File: config.mk
export PLATFORM = sky130hd
export DESIGN_NAME = fra_controller
export DESIGN_NICKNAME = d
export VERILOG_FILES = /design/src/fra_pkg.sv /design/src/fra_controller.sv
export SDC_FILE = /design/constraint.sdc
export NUM_CORES = 1
export LEC_CHECK = 0
export BUFFER_PORTS_ARGS = -buffer_cell sky130_fd_sc_hd__buf_2
export CAP_MARGIN = 10
export CORE_MARGIN = 5
export CORE_UTILIZATION = 50
export CTS_BUF_LIST = sky130_fd_sc_hd__clkbuf_8
export DETAILED_ROUTE_END_ITERATION = 7
export PLACE_DENSITY = 0.77
export SETUP_SLACK_MARGIN = 0.02
export SYNTH_ARGS = -nofsm -noshare
export SYNTH_HDL_FRONTEND = slang
export SYNTH_SLANG_ARGS = --single-unit
File: constraint.sdc
create_clock -name aclk -period 2.3 [get_ports aclk]
set_clock_uncertainty 0.15 [all_clocks]
set_input_delay 0.46 -clock aclk [delete_from_list [all_inputs] [get_ports aclk]]
set_output_delay 0.46 -clock aclk [all_outputs]
set_load 0.005 [all_outputs]
File: src/fra_pkg.sv
`default_nettype none

package fra_pkg;

    localparam int MAX_RANGES = 128;
    localparam int AW = $clog2(MAX_RANGES);
    localparam int CW = $clog2(MAX_RANGES + 1);

    localparam logic [1:0] CMD_ALLOC   = 2'd0;
    localparam logic [1:0] CMD_FREE    = 2'd1;
    localparam logic [1:0] CMD_RESERVE = 2'd2;

    localparam logic [1:0] ST_DONE  = 2'd0;
    localparam logic [1:0] ST_NOFIT = 2'd1;
    localparam logic [1:0] ST_FULL  = 2'd2;

    typedef enum logic [3:0] {
        S_IDLE, S_DISPATCH, S_RD_I, S_EX_I, S_RD_J, S_EX_J, S_EV_B, S_EV_C, S_EV_D,
        S_CHK, S_SH_RD, S_SH_WR, S_WR0, S_WR1, S_COMMIT, S_FIN
    } state_t;

    typedef enum logic [4:0] {
        OP_NONE, OP_LOAD, OP_READ, OP_ADV, OP_MARK_I, OP_J_ADV, OP_J_END,
        OP_EVA, OP_EVB, OP_EVC, OP_A_SPLIT, OP_SH_SETUP, OP_SH_RD, OP_SH_WR,
        OP_WR0, OP_WR1, OP_COMMIT, OP_RES_DONE, OP_RES_NOFIT, OP_RES_FULL, OP_OUT
    } dp_op_t;

    typedef struct packed {
        logic [1:0] cmd;
        logic       empty;
        logic       i_go;
        logic       j_go;
        logic       j_eq_i;
        logic       fit;
        logic       size_zero;
        logic       full;
        logic       need_shift;
        logic       sh_last;
        logic [1:0] p;
        logic       out_free;
    } dp_status_t;

endpackage

`default_nettype wire

File: src/fra_controller.sv
`default_nettype none

module fra_controller import fra_pkg::*; (
    input  wire logic       aclk,
    input  wire logic       aresetn,
    input  wire logic       s_valid,
    output logic            s_ready,
    input  wire dp_status_t st,
    output dp_op_t          op
);

    state_t state_reg, state_next;

    always_ff @(posedge aclk) begin
        if (!aresetn) begin
            state_reg <= S_IDLE;
        end else begin
            state_reg <= state_next;
        end
    end

    always_comb begin
        state_next = state_reg;
        op         = OP_NONE;
        s_ready    = 1'b0;
        case (state_reg)
            S_IDLE: begin
                s_ready = 1'b1;
                if (s_valid) begin
                    op         = OP_LOAD;
                    state_next = S_DISPATCH;
                end
            end
            S_DISPATCH: begin
                if (st.cmd == CMD_ALLOC ||
                    ((st.cmd == CMD_FREE || st.cmd == CMD_RESERVE) && !st.empty)) begin
                    state_next = S_RD_I;
                end else begin
                    op         = OP_RES_DONE;
                    state_next = S_FIN;
                end
            end
            S_RD_I: begin
                op         = OP_READ;
                state_next = S_EX_I;
            end
            S_EX_I: begin
                if (st.i_go) begin
                    op         = OP_ADV;
                    state_next = S_RD_I;
                end else begin
                    op         = OP_MARK_I;
                    state_next = S_RD_J;
                end
            end
            S_RD_J: begin
                op         = OP_READ;
                state_next = S_EX_J;
            end
            S_EX_J: begin
                if (st.cmd == CMD_ALLOC) begin
                    if (st.j_go) begin
                        op         = OP_EVA;
                        state_next = S_EV_B;
                    end else begin
                        op         = OP_RES_NOFIT;
                        state_next = S_FIN;
                    end
                end else if (st.j_go) begin
                    op         = OP_J_ADV;
                    state_next = S_RD_J;
                end else if (st.cmd == CMD_RESERVE && st.j_eq_i) begin
                    op         = OP_RES_DONE;
                    state_next = S_FIN;
                end else begin
                    op         = OP_J_END;
                    state_next = S_CHK;
                end
            end
            S_EV_B: begin
                op         = OP_EVB;
                state_next = S_EV_C;
            end
            S_EV_C: begin
                op         = OP_EVC;
                state_next = S_EV_D;
            end
            S_EV_D: begin
                if (!st.fit) begin
                    op         = OP_ADV;
                    state_next = S_RD_J;
                end else if (st.size_zero) begin
                    op         = OP_RES_DONE;
                    state_next = S_FIN;
                end else begin
                    op         = OP_A_SPLIT;
                    state_next = S_CHK;
                end
            end
            S_CHK: begin
                if (st.full) begin
                    op         = OP_RES_FULL;
                    state_next = S_FIN;
                end else if (st.need_shift) begin
                    op         = OP_SH_SETUP;
                    state_next = S_SH_RD;
                end else if (st.p != 2'd0) begin
                    state_next = S_WR0;
                end else begin
                    state_next = S_COMMIT;
                end
            end
            S_SH_RD: begin
                op         = OP_SH_RD;
                state_next = S_SH_WR;
            end
            S_SH_WR: begin
                op = OP_SH_WR;
                if (!st.sh_last) begin
                    state_next = S_SH_RD;
                end else if (st.p != 2'd0) begin
                    state_next = S_WR0;
                end else begin
                    state_next = S_COMMIT;
                end
            end
            S_WR0: begin
                op         = OP_WR0;
                state_next = (st.p == 2'd2) ? S_WR1 : S_COMMIT;
            end
            S_WR1: begin
                op         = OP_WR1;
                state_next = S_COMMIT;
            end
            S_COMMIT: begin
                op         = OP_COMMIT;
                state_next = S_FIN;
            end
            S_FIN: begin
                if (st.out_free) begin
                    op         = OP_OUT;
                    state_next = S_IDLE;
                end
            end
            default: begin
                state_next = S_IDLE;
            end
        endcase
    end

endmodule

`default_nettype wire

# Word-level counts from Yosys, hierarchy flattened
# Index checks and enable logic that the tools add are counted.
# word_totals
register_bits,4
latch_bits,0
mem_bits_rw,0
romBits,0
in_bits,17
out_inout_bits,6
elab_cells,61
memories,0
# op_classes
add_sub_neg,0
mul,0
div_mod_pow,0
magnitude_cmp,0
eq_ne,20
shifts,0
mux,30
n_bitwise,0
n_reduce_logical,10
# op_table
operator,count
$pmux 5 s15,1
$pmux 4 s16,1
$mux 5,9
$mux 4,9
$eq 4x4->1 const B,8
$mux 3,6
$eq 4x3->1 const B,4
$eq 4x2->1 const B,2
$eq 2x2->1 const B,2
$eq 4x1->1 const B,1
$logic_not 4->1,1
$mux 2,2
$ne 2x2->1 const B,2
$eq 2x1->1 const B,1
$logic_and 1x1->1,2
$logic_not 2->1,1
$logic_or 1x1->1,2
$mux 1,2
$reduce_and 2->1,1
$reduce_bool 2->1,1
$reduce_or 2->1,1
$logic_not 1->1,1

# Logic depth before layout (Yosys ltp)
# depth
depth_word,6
ltp_mapped,6
depth_no_buf,6

# Worst setup path after synthesis
# OpenSTA, ideal clock, no wires.
# synth_path
kind,input-to-output
startpoint,input port st[12] in the netlist's numbering
endpoint,output port op[0]
arrival_time_ns,1.410
t_required_ns,1.690
path_slack_ns,0.280
cell_stages,6
n_path_buf,0
cell_sequence,inv_1 -> ha_1 -> nor2b_1 -> nor3_1 -> o311ai_0 -> o21ai_0
# synth_via
elab_chain_cells,6
word_cells_on_any_way,12
cone_classes,eq/ne: 2; mux: 5; reduce/logical: 5
# synth_lines
element,line,rtl
from (decl),fra_controller.sv:8,"input wire dp_status_t st,"
$eq 2x2->1 or $eq 2x1->1 (tied branches),"fra_controller.sv:36, fra_controller.sv:72",
$logic_and 1x1->1 or $logic_or 1x1->1 (tied branches),"fra_controller.sv:72, fra_controller.sv:36",
$mux 5 or $logic_and 1x1->1 (tied branches),"fra_controller.sv:72, fra_controller.sv:36",
$mux 5 or $logic_or 1x1->1 (tied branches),"fra_controller.sv:69, fra_controller.sv:35",
"$mux 5, on equally long branches","fra_controller.sv:61, fra_controller.sv:35",
$pmux 5 s15 *,fra_controller.sv:26,case (state_reg)
to (decl),fra_controller.sv:9,output dp_op_t op
# Mark *: on every way between the ends. The rest lies on a longest branch, timed or not.

# Final worst setup path
# layout_path
startpoint,input port st[13] in the netlist's numbering
endpoint,output port op[4]
# Same word-level chain as after synthesis.

==> metrics.md <==
| Metric | Value |
|---|---|
| R2r setup slk | `0.49 ns` |
| Post-synth top area share | `roughly 10%` |
| CTS tree | `yes` |
| Tot Pwr | `about 0.0013 W` |
| Int Pwr | `about 0.00064 W` |
| CTS buffer count | `3` |
| Max-cap violations | `0` |
| Post-Syn Area | `slightly above 800 um^2` |
| Gate Count Post-Synth | `121` |
| Seq/Total Area, Yosys | `about a tenth` |
| Synth area leader | `dfxtp_1` |
| Crit. End Element | `output pin` |
| Top FF cell, synth | `dfxtp_1` |
| Initial antenna violation count | `0` |
| Avg Inst Size Synth | `approximately 6.7 um^2` |
| Synth unique cells | `51` |
| Reg2reg start | `state_reg[2]` |
| Reg power frac | `between 15 and 20%` |
| EDFF count, synth | `0` |
| Final WL | `just under 3000 um` |
| Top Ports | `23` |
| DRC errors left | `0` |
| Largest net degree at the start of global routing | `18` |
| Core Util, Final | `between 70 and 80%` |
| CTS Buffer Depth | `2` |
| Area delta synth->final | `36.0%` |
| Worst slew pin tran | `roughly 0.43 ns` |
| Maximum VDD drop | `615 uV` |
| Worst Reg-to-Reg Cells | `5` |
| Critical Path Fanout Max | `2` |
| Die width | `50.4 um` |
| Drt pass-1 iters | `5` |
| Filler cells | `127` |
| Slew Viols, Final | `0` |
| Final antenna-violating net count | `0` |
| Syn_nets | `about 140` |
| Startpoint Class | `primary input` |
| GRT overflow | `0` |
| Die height | `about 50 um` |
| Switch share | `49.8%` |
| Num Clock Sinks | `4` |
| Asr flop ratio synth | `0%` |
| Worst Hold Depth | `3` |
| Worst hold path class | `in2reg` |
| First-pass GRT wire length | `around 4700 um` |
| Crit-path leading delay family | `buffers and inverters` |
| Run status | `completed` |
| Critical-path cell list | `buf_2 > inv_4 > ha_4 > nor2b_4 > o31ai_2 > a31oi_1 > nand3_1 > buf_2` |
| Core area | `between 0.0015 and 0.002 mm^2` |
| CP max stage cell | `ha_4` |
| DR WL/cell | `roughly 18 um` |
| Starting Density | `a little over half` |
| TNS Setup | `0 ns` |
| Final setup viols | `0` |
| IO Port Bufs | `22` |
| Clk pin slew, worst setup/hold paths | `around 0.040 ns` |
| ANT cells | `0` |
| Clk Latency, worst-skew pair | `between 0.2 and 0.25 ns` |
| Design area | `between 0.001 and 0.0015 mm^2` |
| Root Driver | `clkbuf_8` |
| Share of layout cells above drive strength 1 | `between 30% and 40%` |
| Buf+Inv Stages, Crit Path | `3` |
| Number of flip-flops in the largest register | `4` |
| Final Cycle Share | `98.9%` |
| Final hold vios | `0` |
| Req. time, crit path | `1.69 ns` |
| Crit path arrival time | `1.66 ns` |
| CP dominant cell by count | `buf_2` |
| Vias | `about 1100` |
| Vias in the first global route | `1047` |
| Sw Pwr | `roughly 0.00063 W` |
| Depth of the CTS H-tree | `1` |
| Fmax | `0.440 GHz` |
| Max incr delay on CP | `0.26 ns` |
| Clock network fraction of design power | `about an eighth` |
| Synth Register Bits | `4` |
| Final HPWL DP | `approximately 2100 um` |
| Die area | `around 0.0025 mm^2` |
| Hold WS | `~0.35 ns` |
| Slew HR | `71.2%` |
| Reg2reg end | `state_reg[1]` |
| Min Tclk post-route | `roughly 2.3 ns` |
| Hold_sp | `aresetn` |
| Pwr/cell area | `about 1100 mW/mm^2` |
| Combinational share of power | `72.3%` |
| FP Rows | `14` |
| Hold EP | `state_reg[0]` |
| GP Congestion | `between 0.9 and 1` |
| Leak | `0.460 nW` |
| Vias per inst | `approximately 7` |
| Synth area leaders | `dfxtp_1, o21ai_0, nand3_1, ha_1, a21oi_1` |
| Dpl cell area | `around 980 um^2` |
| Initial DRC Count | `between 70 and 80` |
| Syn. warnings | `0` |
| Worst setup path class | `in2out` |
| Gr usage total | `a little under a quarter` |
| Nets | `170` |
worst reg2reg max path: stages (launching register included):
cell and delay, ns:
dfxtp_2 0.45, buf_4 0.24, and2b_1 0.19, a32o_1 0.21, a22o_1 0.23, o31a_1 0.23
cell usage in the layout (no fill, tap or decap), types with 2 or more instances in the layout:
cell       netlist  routed
a211oi_1         2       2
a21oi_1          7       6
a221oi_1         2       2
a31oi_1          4       4
a32o_1           2       2
and3b_1          2       2
buf_2            7      22
buf_4            1      13
clkbuf_8         0       3
dfxtp_2          0       3
ha_4             0       3
inv_1            6       4
inv_4            0       2
nand2_1          8       8
nand2b_1         5       5
nand3_1          8       8
nor2_1           7       7
nor3_1           4       3
o2111ai_1        2       2
o21ai_0         11       9
o21ai_1          0       2
o31a_1           2       2
layer usage:
layer | wire length (um) | vias up | GRT usage [%]
li1 | - | 520 | -
met1 | 1050 | 510 | 28.4
met2 | 1440 | 81 | 37.0
met3 | 303 | 26 | 5.03
met4 | 173 | 0 | 14.9
met5 | 0 | - | 0
how the worst max path moves through the flow:
| stage | from | to | slack [ns] | depth (start not counted) |
|---|---|---|---|---|
| floorplan | st[12] | op[0] | 0.28 | 6 |
| global placement | st[12] | op[0] | 0.02 | 8 |
| detailed placement | st[13] | op[0] | -0.08 | 8 |
| CTS | st[13] | op[0] | 0.04 | 8 |
| global route | st[13] | op[2] | -0.007 | 8 |
| finish | st[13] | op[4] | 0.03 | 8 |
final cells by class:
cell class              instances  area, um^2  area share (%)
clock buffers                   3        41.3            3.72
well taps                      16        20.0            1.80
flip-flops and latches          4        83.8            7.55
multi-input cells              99         726            65.4
inverters                       7        31.3            2.82
repair buffers                 35         208            18.7
synth_stat cells, types with 2 or more instances:
master,number
o21ai_0,11
a31oi_1,4
buf_2,7
nand2_1,8
a221oi_1,2
o31a_1,2
ha_1,3
inv_1,6
nand3_1,8
nor2b_1,2
dfxtp_1,4
nor2_1,7
a211oi_1,2
o2111ai_1,2
and3b_1,2
nor3_1,4
a32o_1,2
nand2b_1,5
o311ai_0,2
a21oi_1,7
power by group through the flow:
stage,logic [W],registers (W),clock network (W)
finish,0.000920,0.000197,0.000157
global route,0.00100,0.000201,0.000160
CTS,0.000853,0.000180,0.000154
floorplan,0.000645,0.000117,0
detailed placement,0.000843,0.000184,0
global placement,0.000826,0.000179,0
timing repair:
action | CTS | global route
gates resized for setup | 2 | 21
pin swaps | 0 | 6
buffers inserted | 0 | 0
hold buffers | 0 | 0
setup endpoints to repair | 1 | 3
kinds of logic after synthesis:
family	share of synthesized area, %
compound gates	39.0
xor+xnor	1.07
fa+ha+maj	4.60
buf+inv	10.7
flops	9.82
mux	1.23
simple gates	33.6
stage by stage:
step           instances  worst slack [ns]
6_report             164            0.0250
2_1_floorplan        121             0.280
4_1_cts              164            0.0358
5_1_grt              164          -0.00713
3_5_place_dp         161           -0.0765
3_3_place_gp         161            0.0157
(Power assumes the default switching activity.)
